## src/design/mssched_pkg.sv

```systemverilog
// Package for the process scheduler: slot table entry layout, strategy and
// item kind codes, default slot count. No dependencies.
package mssched_pkg;

  localparam int SLOT_COUNT_DEF = 8;

  localparam int PRI_W  = 8;
  localparam int AGE_W  = 16;
  localparam int RND_W  = 15;
  localparam int ID_W   = 3;

  // strategy register codes
  localparam logic [2:0] STRAT_EVEN   = 3'd0;
  localparam logic [2:0] STRAT_RANDOM = 3'd1;
  localparam logic [2:0] STRAT_RR     = 3'd2;
  localparam logic [2:0] STRAT_AGING  = 3'd3;
  localparam logic [2:0] STRAT_RTC    = 3'd4;

  // input item kinds
  localparam logic [1:0] KIND_WRITE = 2'd0;
  localparam logic [1:0] KIND_SCHED = 2'd1;
  localparam logic [1:0] KIND_RESET = 2'd2;

  typedef struct packed {
    logic             rdy;
    logic [PRI_W-1:0] pri;
    logic [AGE_W-1:0] age;
  } slot_entry_t;

  localparam int ENTRY_W = $bits(slot_entry_t);

endpackage

```

## src/design/mssched_in_if.sv

```systemverilog
// Request channel of the process scheduler: valid/ready plus the item fields.
// Stand-alone interface, no dependencies.
interface mssched_in_if;
  logic        valid;
  logic        ready;
  logic [1:0]  kind;
  logic [2:0]  slot;
  logic        ready_req;
  logic [7:0]  priority_req;
  logic        clear_age;
  logic [2:0]  current;
  logic [14:0] random_value;

  modport source (output valid, kind, slot, ready_req, priority_req, clear_age, current,
                  random_value, input ready);
  modport sink   (input valid, kind, slot, ready_req, priority_req, clear_age, current,
                  random_value, output ready);
endinterface

```

## src/design/mssched_out_if.sv

```systemverilog
// Result channel of the process scheduler: valid/ready plus the chosen id.
// Stand-alone interface, no dependencies.
interface mssched_out_if;
  logic       valid;
  logic       ready;
  logic [2:0] next_process;

  modport source (output valid, next_process, input ready);
  modport sink   (input valid, next_process, output ready);
endinterface

```

## src/design/mssched_ram.sv

```systemverilog
// Generic single-write, single-read RAM with registered read data.
// No dependencies.
module mssched_ram #(
  parameter int WIDTH = 8,
  parameter int DEPTH = 8
) (
  input  logic                     clk,
  input  logic                     we,
  input  logic [$clog2(DEPTH)-1:0] waddr,
  input  logic [WIDTH-1:0]         wdata,
  input  logic [$clog2(DEPTH)-1:0] raddr,
  output logic [WIDTH-1:0]         rdata
);

  logic [WIDTH-1:0] mem [DEPTH];

  // write port and registered read port
  always_ff @(posedge clk) begin
    if (we) begin
      mem[waddr] <= wdata;
    end
    rdata <= mem[raddr];
  end

endmodule

```

## src/design/multi_strategy_process_scheduler_top.sv

```systemverilog
// Process scheduler top level: slot table in one RAM, scan sequencer, picks.
// Depends on mssched_pkg, mssched_in_if, mssched_out_if and mssched_ram.
//
// Each accepted transaction is handled alone. The block sweeps the slot table
// (ready flag, priority, age per slot) through the single read port of its RAM,
// one slot a cycle, writing each entry back as it passes; a schedule request
// then loads its result into the output register. A random-strategy schedule
// request with any ready slot first computes a remainder and walks to the
// chosen ready slot. One result per schedule request, none for slot writes or
// reset transactions; a finished result waits in an output register while the
// next transaction is already accepted. The slot table reads as all zero after
// reset, with no clearing pass. The user must write the strategy register only
// while the block is idle; the block itself does not enforce it.
module multi_strategy_process_scheduler_top #(
  parameter int SLOT_COUNT = mssched_pkg::SLOT_COUNT_DEF
) (
  input  logic                clk,
  input  logic                rst,
  input  logic                strategy_we,
  input  logic [2:0]          strategy_wdata,
  mssched_in_if.sink          in_ch,
  mssched_out_if.source       out_ch
);

  import mssched_pkg::*;

  localparam int IDX_W = $clog2(SLOT_COUNT);
  localparam int CNT_W = $clog2(SLOT_COUNT + 1);

  localparam logic [2:0] S_IDLE = 3'd0;
  localparam logic [2:0] S_SCAN = 3'd1;
  localparam logic [2:0] S_MOD  = 3'd2;
  localparam logic [2:0] S_PICK = 3'd3;
  localparam logic [2:0] S_EMIT = 3'd4;

  logic [2:0]        state;
  logic [2:0]        strategy;

  // captured transaction
  logic [1:0]        kind;
  logic [IDX_W-1:0]  slot_idx;
  logic              slot_ok;
  logic              ready_req;
  logic [PRI_W-1:0]  priority_req;
  logic              clear_age;
  logic [IDX_W-1:0]  cur_idx;
  logic [RND_W-1:0]  rnd;

  // scan pipeline
  logic [CNT_W-1:0]  rd_cnt;
  logic              p_vld;
  logic [IDX_W-1:0]  p_idx;
  logic [SLOT_COUNT-1:0] written;

  // scan results
  logic              cur_rdy;
  logic [PRI_W-1:0]  cur_pri;
  logic [PRI_W-1:0]  pri0;
  logic              found_above;
  logic [IDX_W-1:0]  above_idx;
  logic [PRI_W-1:0]  above_pri;
  logic              found_any;
  logic [IDX_W-1:0]  any_idx;
  logic [PRI_W-1:0]  any_pri;
  logic [CNT_W-1:0]  rdy_count;
  logic [SLOT_COUNT-1:0] rdy_vec;
  logic [IDX_W-1:0]  best_idx;
  logic [AGE_W-1:0]  best_age;
  logic [PRI_W-1:0]  best_pri;

  // random pick
  logic [3:0]        div_cnt;
  logic [CNT_W-1:0]  rem;
  logic [IDX_W-1:0]  pick_idx;
  logic [CNT_W-1:0]  seen;

  logic [PRI_W-1:0]  time_slice;
  logic [IDX_W-1:0]  res;
  logic              out_valid;
  logic [2:0]        out_np;

  // RAM ports
  logic              ram_we;
  logic [IDX_W-1:0]  ram_raddr;
  logic [ENTRY_W-1:0] ram_rdata;
  slot_entry_t       ent_rd;
  slot_entry_t       ent_wr;
  logic [AGE_W-1:0]  age_c;
  logic [AGE_W-1:0]  new_age;

  logic [IDX_W-1:0]  even_idx;
  logic [PRI_W-1:0]  even_pri;
  logic [CNT_W:0]    rem_sh;
  logic              in_acc;

  mssched_ram #(
    .WIDTH (ENTRY_W),
    .DEPTH (SLOT_COUNT)
  ) u_slot_ram (
    .clk   (clk),
    .we    (ram_we),
    .waddr (p_idx),
    .wdata (ent_wr),
    .raddr (ram_raddr),
    .rdata (ram_rdata)
  );

  assign in_ch.ready         = (state == S_IDLE);
  assign in_acc              = in_ch.valid && in_ch.ready;
  assign out_ch.valid        = out_valid;
  assign out_ch.next_process = out_np;
  assign ram_raddr           = rd_cnt[IDX_W-1:0];
  assign ram_we              = (state == S_SCAN) && p_vld;

  // mask entries never written to their reset value
  always_comb begin
    ent_rd = written[p_idx] ? slot_entry_t'(ram_rdata) : '0;
  end

  // aging update of the entry in flight
  always_comb begin
    age_c   = (p_idx == cur_idx) ? '0 : ent_rd.age;
    new_age = age_c + ((ent_rd.rdy && (p_idx != '0)) ? AGE_W'(ent_rd.pri) : '0);
  end

  // modify the entry in flight before write-back
  always_comb begin
    ent_wr = ent_rd;
    case (kind)
      KIND_WRITE: begin
        if (slot_ok && (p_idx == slot_idx)) begin
          ent_wr.rdy = ready_req;
          ent_wr.pri = priority_req;
          if (clear_age) begin
            ent_wr.age = '0;
          end
        end
      end
      KIND_SCHED: begin
        if (strategy == STRAT_AGING) begin
          ent_wr.age = new_age;
        end
      end
      KIND_RESET: begin
        if (strategy == STRAT_AGING) begin
          ent_wr.age = '0;
        end
      end
      default: begin
      end
    endcase
  end

  // next ready slot after current, wrapping past slot 0
  always_comb begin
    if (found_above) begin
      even_idx = above_idx;
      even_pri = above_pri;
    end else if (found_any) begin
      even_idx = any_idx;
      even_pri = any_pri;
    end else begin
      even_idx = '0;
      even_pri = pri0;
    end
  end

  assign rem_sh = {rem, rnd[RND_W-1]};

  // strategy register
  always_ff @(posedge clk) begin
    if (rst) begin
      strategy <= STRAT_EVEN;
    end else if (strategy_we) begin
      strategy <= strategy_wdata;
    end
  end

  // sequencer
  always_ff @(posedge clk) begin
    if (rst) begin
      state      <= S_IDLE;
      rd_cnt     <= '0;
      p_vld      <= 1'b0;
      written    <= '0;
      time_slice <= '0;
      out_valid  <= 1'b0;
    end else begin
      // present a finished result, drop it once taken
      if ((state == S_EMIT) && (!out_valid || out_ch.ready)) begin
        out_valid <= 1'b1;
      end else if (out_ch.ready) begin
        out_valid <= 1'b0;
      end
      if (ram_we) begin
        written[p_idx] <= 1'b1;
      end
      unique case (state)
        S_IDLE: begin
          if (in_acc) begin
            state        <= S_SCAN;
            kind         <= in_ch.kind;
            slot_ok      <= int'(in_ch.slot) < SLOT_COUNT;
            slot_idx     <= IDX_W'(in_ch.slot);
            ready_req    <= in_ch.ready_req;
            priority_req <= in_ch.priority_req;
            clear_age    <= in_ch.clear_age;
            cur_idx      <= (int'(in_ch.current) < SLOT_COUNT) ? IDX_W'(in_ch.current) : '0;
            rnd          <= in_ch.random_value;
            rd_cnt       <= '0;
            p_vld        <= 1'b0;
            found_above  <= 1'b0;
            found_any    <= 1'b0;
            rdy_count    <= '0;
            rdy_vec      <= '0;
          end
        end
        S_SCAN: begin
          // issue reads
          if (rd_cnt < CNT_W'(SLOT_COUNT)) begin
            p_idx  <= rd_cnt[IDX_W-1:0];
            rd_cnt <= rd_cnt + 1'b1;
            p_vld  <= 1'b1;
          end else begin
            p_vld <= 1'b0;
          end
          // gather over the entry in flight
          if (p_vld) begin
            if (p_idx == cur_idx) begin
              cur_rdy <= ent_rd.rdy;
              cur_pri <= ent_rd.pri;
            end
            if ((p_idx != '0) && ent_rd.rdy) begin
              rdy_vec[p_idx] <= 1'b1;
              rdy_count      <= rdy_count + 1'b1;
              if (!found_any) begin
                found_any <= 1'b1;
                any_idx   <= p_idx;
                any_pri   <= ent_rd.pri;
              end
              if ((p_idx > cur_idx) && !found_above) begin
                found_above <= 1'b1;
                above_idx   <= p_idx;
                above_pri   <= ent_rd.pri;
              end
            end
            if (p_idx == '0) begin
              pri0     <= ent_rd.pri;
              best_idx <= '0;
              best_age <= new_age;
              best_pri <= ent_rd.pri;
            end else if (ent_rd.rdy && ((new_age > best_age) ||
                         ((new_age == best_age) && (ent_rd.pri > best_pri)))) begin
              best_idx <= p_idx;
              best_age <= new_age;
              best_pri <= ent_rd.pri;
            end
          end else if (rd_cnt == CNT_W'(SLOT_COUNT)) begin
            // scan drained: decide
            if (kind != KIND_SCHED) begin
              state <= S_IDLE;
            end else if ((strategy == STRAT_RANDOM) && (rdy_count != '0)) begin
              state <= S_MOD;
            end else begin
              state <= S_EMIT;
            end
            if (kind == KIND_RESET) begin
              if (strategy == STRAT_RR) begin
                time_slice <= cur_pri;
              end
            end else if (kind == KIND_SCHED) begin
              case (strategy)
                STRAT_RANDOM: begin
                  if (rdy_count == '0) begin
                    res <= '0;
                  end else begin
                    div_cnt <= 4'(RND_W - 1);
                    rem     <= '0;
                  end
                end
                STRAT_RR: begin
                  if ((time_slice > 8'd1) && cur_rdy) begin
                    time_slice <= time_slice - 1'b1;
                    res        <= cur_idx;
                  end else begin
                    time_slice <= even_pri;
                    res        <= even_idx;
                  end
                end
                STRAT_AGING: res <= best_idx;
                STRAT_RTC:   res <= cur_rdy ? cur_idx : even_idx;
                default:     res <= even_idx;
              endcase
            end
          end
        end
        S_MOD: begin
          // one remainder bit a cycle
          rnd <= {rnd[RND_W-2:0], 1'b0};
          if (rem_sh >= {1'b0, rdy_count}) begin
            rem <= CNT_W'(rem_sh - {1'b0, rdy_count});
          end else begin
            rem <= CNT_W'(rem_sh);
          end
          if (div_cnt == '0) begin
            state    <= S_PICK;
            pick_idx <= IDX_W'(1);
            seen     <= '0;
          end else begin
            div_cnt <= div_cnt - 1'b1;
          end
        end
        S_PICK: begin
          // walk to the rem-th ready slot
          if (rdy_vec[pick_idx]) begin
            if (seen == rem) begin
              res   <= pick_idx;
              state <= S_EMIT;
            end
            seen <= seen + 1'b1;
          end
          pick_idx <= pick_idx + 1'b1;
        end
        S_EMIT: begin
          if (!out_valid || out_ch.ready) begin
            out_np <= 3'(res);
            state  <= S_IDLE;
          end
        end
        default: state <= S_IDLE;
      endcase
    end
  end

  // checks
  a_pvld_in_scan: assert property (@(posedge clk) disable iff (rst)
    p_vld |-> (state == S_SCAN))
    else $error("scan pipeline active outside scan");

  a_rdcnt_range: assert property (@(posedge clk) disable iff (rst)
    rd_cnt <= CNT_W'(SLOT_COUNT))
    else $error("read counter past table");

  a_emit_loads: assert property (@(posedge clk) disable iff (rst)
    ((state == S_EMIT) && (!out_valid || out_ch.ready)) |=> out_valid)
    else $error("result not presented");

  a_pick_bound: assert property (@(posedge clk) disable iff (rst)
    (state == S_PICK) |-> (rem < rdy_count))
    else $error("random index beyond ready count");

endmodule

```

## src/flat_wrapper.sv

```systemverilog
// flat-port wrapper written by rule: the top's interface ports become plain ports
module multi_strategy_process_scheduler_top_flat import mssched_pkg::*;
#(
  parameter int SLOT_COUNT = mssched_pkg::SLOT_COUNT_DEF
)
  (clk, rst, strategy_we, strategy_wdata, in_ch_valid, in_ch_kind, in_ch_slot, in_ch_ready_req, in_ch_priority_req, in_ch_clear_age, in_ch_current, in_ch_random_value, in_ch_ready, out_ch_valid, out_ch_next_process, out_ch_ready);
  mssched_in_if in_ch_i ();
  mssched_out_if out_ch_i ();
  input  logic clk;
  input  logic rst;
  input  logic strategy_we;
  input  logic [2:0] strategy_wdata;
  input wire logic [$bits(in_ch_i.valid)-1:0] in_ch_valid;
  input wire logic [$bits(in_ch_i.kind)-1:0] in_ch_kind;
  input wire logic [$bits(in_ch_i.slot)-1:0] in_ch_slot;
  input wire logic [$bits(in_ch_i.ready_req)-1:0] in_ch_ready_req;
  input wire logic [$bits(in_ch_i.priority_req)-1:0] in_ch_priority_req;
  input wire logic [$bits(in_ch_i.clear_age)-1:0] in_ch_clear_age;
  input wire logic [$bits(in_ch_i.current)-1:0] in_ch_current;
  input wire logic [$bits(in_ch_i.random_value)-1:0] in_ch_random_value;
  output wire logic [$bits(in_ch_i.ready)-1:0] in_ch_ready;
  output wire logic [$bits(out_ch_i.valid)-1:0] out_ch_valid;
  output wire logic [$bits(out_ch_i.next_process)-1:0] out_ch_next_process;
  input wire logic [$bits(out_ch_i.ready)-1:0] out_ch_ready;
  assign in_ch_i.valid = in_ch_valid;
  assign in_ch_i.kind = in_ch_kind;
  assign in_ch_i.slot = in_ch_slot;
  assign in_ch_i.ready_req = in_ch_ready_req;
  assign in_ch_i.priority_req = in_ch_priority_req;
  assign in_ch_i.clear_age = in_ch_clear_age;
  assign in_ch_i.current = in_ch_current;
  assign in_ch_i.random_value = in_ch_random_value;
  assign in_ch_ready = in_ch_i.ready;
  assign out_ch_valid = out_ch_i.valid;
  assign out_ch_next_process = out_ch_i.next_process;
  assign out_ch_i.ready = out_ch_ready;
  multi_strategy_process_scheduler_top #(.SLOT_COUNT(SLOT_COUNT)) u_core (.clk(clk), .rst(rst), .strategy_we(strategy_we), .strategy_wdata(strategy_wdata), .in_ch(in_ch_i), .out_ch(out_ch_i));
endmodule
```

## config.mk

```make
export PLATFORM = sky130hd
export DESIGN_NAME = multi_strategy_process_scheduler_top_flat
export DESIGN_NICKNAME = d
export VERILOG_FILES = /design/src/design/mssched_pkg.sv /design/src/design/mssched_in_if.sv /design/src/design/mssched_out_if.sv /design/src/design/mssched_ram.sv /design/src/design/multi_strategy_process_scheduler_top.sv /design/src/flat_wrapper.sv
export SDC_FILE = /design/constraint.sdc
export NUM_CORES = 1
export LEC_CHECK = 0
export ABC_CLOCK_PERIOD_IN_PS = 13390
export BUFFER_PORTS_ARGS = -buffer_cell sky130_fd_sc_hd__buf_2
export CAP_MARGIN = 5
export CORE_AREA = 10 10 170 172
export CTS_CLUSTER_DIAMETER = 150
export CTS_CLUSTER_SIZE = 16
export DETAILED_ROUTE_END_ITERATION = 12
export DIE_AREA = 0 0 180 182
export PLACE_DENSITY = 0.82
export SLEW_MARGIN = 10
export SYNTH_ARGS = -nofsm -noshare
export SYNTH_HDL_FRONTEND = slang
export SYNTH_SLANG_ARGS = --single-unit
```

## constraint.sdc

```tcl
create_clock -name clk -period 13.39 [get_ports clk]
set_input_delay 0.6695 -clock clk [delete_from_list [all_inputs] [get_ports clk]]
set_output_delay 0.6695 -clock clk [all_outputs]
set_load 0.005 [all_outputs]
```

Word-level counts from Yosys, hierarchy flattened --
Memory sizes are Yosys's and may differ from the RTL's. A register that Yosys moved wholly into a read port is not among the register bits. Index checks and enable logic that the tools add are counted.
Cells by class: add/subtract/negate cells 8, $lt $le $gt $ge 9, equal/unequal tests 33, multiplexer cells 97, bitwise gates (word level) 5, reductions and logical operators 49
Operators with widths (count):
- 8-bit two-way mux | 13
- 16-bit two-way mux | 6
- 4-bit two-way mux | 20
- 3-bit two-way mux | 22
- 25-bit two-way mux | 2
- 16-bit one-hot mux with 3 select lines | 1
- 4-bit one-hot mux with 2 select lines | 5
- 15-bit one-hot mux with 2 select lines | 1
- 2-bit inequality test, second input constant | 12
- 5-bit AND reduction | 4
- 3-bit AND reduction | 6
- 9-bit AND reduction | 2
- 16-bit adder | 1
- 16-bit equality test | 1
- 16-bit greater-than comparator | 1
- 8-bit bitwise OR | 2
- 8-bit one-hot mux with 2 select lines | 1
- 4-bit AND reduction | 4
- 2-bit nonzero test | 8
- 15-bit two-way mux | 1
- 3-bit one-hot mux with 5 select lines | 1
- 1-bit two-way mux | 14
- 4-bit by 1-bit adder with 4-bit output, second input constant | 3
- 3-bit by 2-bit equality test with 1-bit output, second input constant | 4
- 39 further kinds | 66
Storage, ports and cells: register bits 165, bits in writable memories 200, input port bits 41, output and inout bits 5, logic and storage cells 237, memories 1
Memories:
- u_core.u_slot_ram.mem | depth 8, width 25, read ports 1, clocked after Yosys merged registers in 1, wr ports 1, line mssched_ram.sv:15 | logic [WIDTH-1:0] mem [DEPTH];

Depth between registers and ports, before layout --
word-level depth 12, depth in mapped cells 21, depth with buffers taken out 19

Cells and area by module --
Synthesis repeated with hierarchy kept, for this count alone.
Second synthesis, totals: cells, all modules 1168, area total of the unflattened synthesis 17150.2 um^2
Modules (own cells, without submodules):
- multi_strategy_process_scheduler_top | times used 1, cells an instance 840, area an instance 8888.5 um^2, sequential area each 4674.5 um^2
- mssched_ram | times used 1, cells an instance 328, area an instance 8261.7 um^2, sequential area each 6506.2 um^2

Least setup slack after synthesis --
OpenSTA, ideal clock, no wires.
path type register to register, start point reg u_core.p_idx[2], end point reg u_core.best_age[0], enable pin, library setup time 420 ps, arrival 5961 ps, data required time 12970 ps, slack 7009 ps, stages on the path, launching flop included 22, buffers on the path 3, clock period less this slack 6381 ps, path through edfxtp_1 buf_6 mux2_1 mux4_2 buf_2 clkbuf_1 and3_1 ha_1 fa_1 a21o_1 a221oi_1 o21ai_1 nand2_1 xor2_1 nor2_1 ha_1 nand4_1 nor4_1 nor3_1 o21ai_0 o211ai_1 a21oi_1
Between the ends: longest elaborated chain between the ends 12, elaborated cells on any way between the ends 18, classes of those cells 1 x add/sub; 2 x order compare; 2 x eq/ne; 5 x mux; 8 x reduce/logical
RTL lines:
- start, declared | line multi_strategy_process_scheduler_top.sv:52 | logic [IDX_W-1:0] p_idx;
- start signal, assigned | line multi_strategy_process_scheduler_top.sv:221 | p_idx <= rd_cnt[IDX_W-1:0];
- 1-bit binary-select mux with 3-bit select | line multi_strategy_process_scheduler_top.sv:117 | ent_rd = written[p_idx] ? slot_entry_t'(ram_rdata) : '0;
- 1-bit two-way mux (implied by the code) | line multi_strategy_process_scheduler_top.sv:117
- 25-bit two-way mux | line multi_strategy_process_scheduler_top.sv:117
- 1-bit logical AND | line multi_strategy_process_scheduler_top.sv:123 | new_age = age_c + ((ent_rd.rdy && (p_idx != '0)) ? AGE_W'(ent_rd.pri) : '0);
- 8-bit two-way mux | line multi_strategy_process_scheduler_top.sv:123
- 16-bit adder * | line multi_strategy_process_scheduler_top.sv:123
- named net u_core.new_age[14] | line multi_strategy_process_scheduler_top.sv:89 | logic [AGE_W-1:0] new_age;
- parallel branches: the longest is 2 deep, another holds 16-bit greater-than comparator
- 1-bit logical OR * | line multi_strategy_process_scheduler_top.sv:252 | end else if (ent_rd.rdy && ((new_age > best_age) ||
- 1-bit logical AND * | line multi_strategy_process_scheduler_top.sv:252
- 2-bit nonzero test (no line) *
- 4-bit AND reduction (no line) *
- end signal, assigned | line multi_strategy_process_scheduler_top.sv:250 | best_age <= new_age;
- end signal, assigned | line multi_strategy_process_scheduler_top.sv:255 | best_age <= new_age;
- end, declared | line multi_strategy_process_scheduler_top.sv:68 | logic [AGE_W-1:0] best_age;
Mark *: on every way through the listed nets, which the timed path passes. The select of a mux whose other input is x is not followed. A chain may end at the register's enable or synchronous reset.

Worst setup path in the final report --
start point reg u_core.p_idx[2], end point reg u_core.best_age[9], enable pin
The elaborated chain is that of the path after synthesis.

==> impl_metrics.env <==
export IMPL_status="completed"
export IMPL_path_max_fanout=22
export IMPL_area_delta_synth_final_pct=8.26
export IMPL_synth_area_per_cell_um2=14.8
export IMPL_setup_tns_ns=0
export IMPL_max_slew_worst_pin_slew_ns=1.18
export IMPL_finalCritPeriodShare_pct=50.6
export IMPL_slowest_stage="edfxtp_1"
export IMPL_synth_cells=1137
export IMPL_reg2reg_depth=20
export IMPL_switching_share_pct=20.7
export IMPL_start_util_pct=65.7
export IMPL_min_from="in_ch_priority_req[2]"
export IMPL_combPwrFrac_pct=4.1
export IMPL_num_io_pins=46
export IMPL_wl_um=33400
export IMPL_cp_top_family="compound AO/OA/AOI/OAI gates"
export IMPL_clk_latency_ns=0.56
export IMPL_ant_nets=0
export IMPL_dr_pass1_iters=8
export IMPL_clock_power_share_pct=35.5
export IMPL_worst_path_buf_inv=1
export IMPL_ctsHoldBuffers=0
export IMPL_clk_pin_slew_ns=0.07
export IMPL_hp_class="in2reg"
export IMPL_drc=0
export IMPL_ys_seq_area_share_pct=66.4
export IMPL_slew_limit_headroom_pct=21.1
export IMPL_postLayoutCellArea_um2=18200
export IMPL_synth_top_area_share_pct=60.1
export IMPL_synth_enable_flop_cells=337
export IMPL_power_frac_seq_pct=60.4
export IMPL_power_switching_uw=460
export IMPL_viasPerCell=6.29
export IMPL_yosysWarnings=0
export IMPL_die_x_um=180
export IMPL_timing_hold_violations_final=0
export IMPL_r2r_setup_slack_ns=6.61
export IMPL_whs_ns=0.282
export IMPL_ys_flop_type="edfxtp_1"
export IMPL_cpPeakStageDelay_ns=0.78
export IMPL_synth_nets=1233
export IMPL_post_cts_buffers=0
export IMPL_fillers=1621
export IMPL_final_nets=1274
export IMPL_cts_made_buffers=28
export IMPL_tritoncts="yes"
export IMPL_setup_viol=0
export IMPL_worstSetupEndpointType="flip-flop"
export IMPL_htree_levels=1
export IMPL_fp_dieArea_um2=32800
export IMPL_place_gp_congestion=0.877
export IMPL_antenna_found_initial=0
export IMPL_cp_data_required_time_ns=13.63
export IMPL_crit_type="reg2reg"
export IMPL_startpoint="u_core.p_idx[2]"
export IMPL_cts_resized=0
export IMPL_grt_use_total_pct=20.2
export IMPL_grt_max_degree=55
export IMPL_period_needed_ns=6.78
export IMPL_die_h_um=182
export IMPL_syn_area_um2=16800
export IMPL_antenna_diode_count=0
export IMPL_cap_violations=0
export IMPL_wl_per_cell_um=21.8
export IMPL_std_cell_rows=59
export IMPL_max_freq_mhz=147
export IMPL_post_dp_cell_area_um2=17400
export IMPL_whs_path_depth=1
export IMPL_power_density_nw_per_um2=122
export IMPL_cp_common_cell="ha_1"
export IMPL_netlist_cell_type_count=66
export IMPL_ys_ff_latch=390
export IMPL_clockBufferDepth=3
export IMPL_clock_sinks=390
export IMPL_p_int_mw=1.76
export IMPL_vdd_drop_max_v=0.000108
export IMPL_synth_area_leaders="edfxtp_1, mux4_2, dfxtp_1"
export IMPL_cts_root_buffer="clkbuf_16"
export IMPL_port_buffers=45
export IMPL_holdPathEnd="u_core.priority_req[2]"
export IMPL_path_cells="mux2_1 -> mux4_2 -> and3_1 -> and2_1 -> ha_1 -> fa_1 -> a21o_1 -> a221oi_1 -> o21ai_1 -> nand2_1 -> xor2_1 -> nor2_1 -> ha_1 -> nand4_1 -> nor4_1 -> nor3_1 -> o21ai_0 -> o211ai_1 -> a21oi_2 -> buf_4"
export IMPL_cp_start_kind="flip-flop"
export IMPL_p_leak_nw=6.71
export IMPL_drive_gt1_share_pct=16.8
export IMPL_rr_endpoint="u_core.best_age[9]"
export IMPL_core_area_um2=25600
export IMPL_grt_first_pass_wirelength_um=53500
export IMPL_synth_largest_area_cell="edfxtp_1"
export IMPL_grt_overflow_total=0
export IMPL_grt_pass1_vias=9768
export IMPL_async_flop_share_pct=0
export IMPL_drt_iter0_drc=1030
export IMPL_finalMaxSlewViolations=0
export IMPL_worst_clock_skew_ns=0.0222
export IMPL_rr_startpoint="u_core.p_idx[2]"
export IMPL_rsz0062_at_grt="no"
export IMPL_arrival_ns=7.02
export IMPL_route_vias_total=9652
export IMPL_dpl_hpwl_um=21200
[cells by family (layout without fill, tap and decap cells)]
group	count (synthesis)	in the layout	share of synthesized area [%]
and+or+nand+nor	299	299	8.36
DFF	390	390	66.4
buffers and inverters	102	165	2.54
muxes	106	106	10.5
xor gates and xnor gates	35	35	1.82
adders and majority gates	55	55	4.18
AOI/OAI and AO/OA	150	150	6.11
[worst max-delay path by stage]
| stage | endpoint | slack [ns] | depth (start not counted) |
|---|---|---|---|
| global placement | u_core.best_age[4] | 6.91 | 20 |
| floorplan | u_core.best_age[0] | 7.01 | 21 |
| detailed placement | u_core.best_age[3] | 6.75 | 20 |
| finish | u_core.best_age[9] | 6.61 | 20 |
| global route | u_core.best_age[9] | 6.23 | 20 |
| CTS | u_core.best_age[9] | 6.71 | 20 |
[cell usage in the layout (no fill, tap or decap), types with 20 or more instances in the layout]
cell type / netlist / final
edfxtp_1: 337 / 337
nor2_1: 95 / 88
mux2_2: 33 / 33
mux4_2: 52 / 52
clkbuf_16: 0 / 28
a21oi_1: 29 / 28
xor2_1: 20 / 20
inv_1: 51 / 51
nand2_1: 90 / 90
o21ai_0: 32 / 32
dfxtp_1: 53 / 51
buf_2: 14 / 45
ha_1: 53 / 53
clkbuf_1: 31 / 22
[flip-flops by register name, summed over array words and instances (netlist names), 8 cells and up]
| signal | cells |
|---|---|
| u_core.rnd | 15 |
| u_core.priority_req | 8 |
| u_core.best_age | 16 |
| u_core.any_pri | 8 |
| u_core.rdy_vec | 8 |
| u_core.time_slice | 8 |
| u_core.cur_pri | 8 |
| u_core.written | 8 |
| u_core.best_pri | 8 |
| u_core.u_slot_ram.rdata | 25 |
| u_core.above_pri | 8 |
| u_core.u_slot_ram.mem | 200 |
| u_core.pri0 | 8 |
[cell type report]
type / count / area (um2) / area share (%)
flip-flops and latches: 390 / 11200 / 61.4
multi-input cells: 645 / 5260 / 28.9
clock buffers: 50 / 783 / 4.30
well taps: 335 / 419 / 2.30
repair buffers: 62 / 353 / 1.94
inverters: 51 / 191 / 1.05
clock inverters: 2 / 27.5 / 0.151
[layer usage]
| metal | up-vias | GRT usage [%] | share of wire (%) |
|---|---|---|---|
| met5 | - | 0 | 0 |
| met4 | 0 | 7.15 | 3.2 |
| met3 | 77 | 3.42 | 6.8 |
| met2 | 406 | 32.9 | 48 |
| met1 | 4799 | 27.1 | 42 |
| li1 | 4370 | - | - |
[synthesized netlist by cell type, drive strengths merged, types with 16 or more instances]
cell type,number
edfxtp,337
nor2,95
nand2,90
dfxtp,53
ha,53
mux4,53
inv,51
mux2,37
o21ai,36
clkbuf,31
a21oi,29
buf,20
xor2,20
and2,18
and3,18
mux2i,16
[per-stage QoR]
stage	setup WS [ns]	total power, mW	instances	util (%)
floorplan	7.01	1.43	1137	-
global placement	6.91	1.46	1483	68.0
detailed placement	6.75	1.46	1483	68.0
CTS	6.71	2.24	1535	71.1
global route	6.23	2.29	1535	71.1
finish	6.61	2.22	1535	71.1
[power groups by stage]
stage	logic [mW]	registers (mW)	clock network, mW
after floorplan	0.0736	1.36	0
after global placement	0.0873	1.37	0
after detailed placement	0.0905	1.37	0
after CTS	0.0913	1.34	0.803
after global routing	0.100	1.34	0.850
final	0.0908	1.34	0.790
No activity file was read; power rests on OpenSTA's default activity.
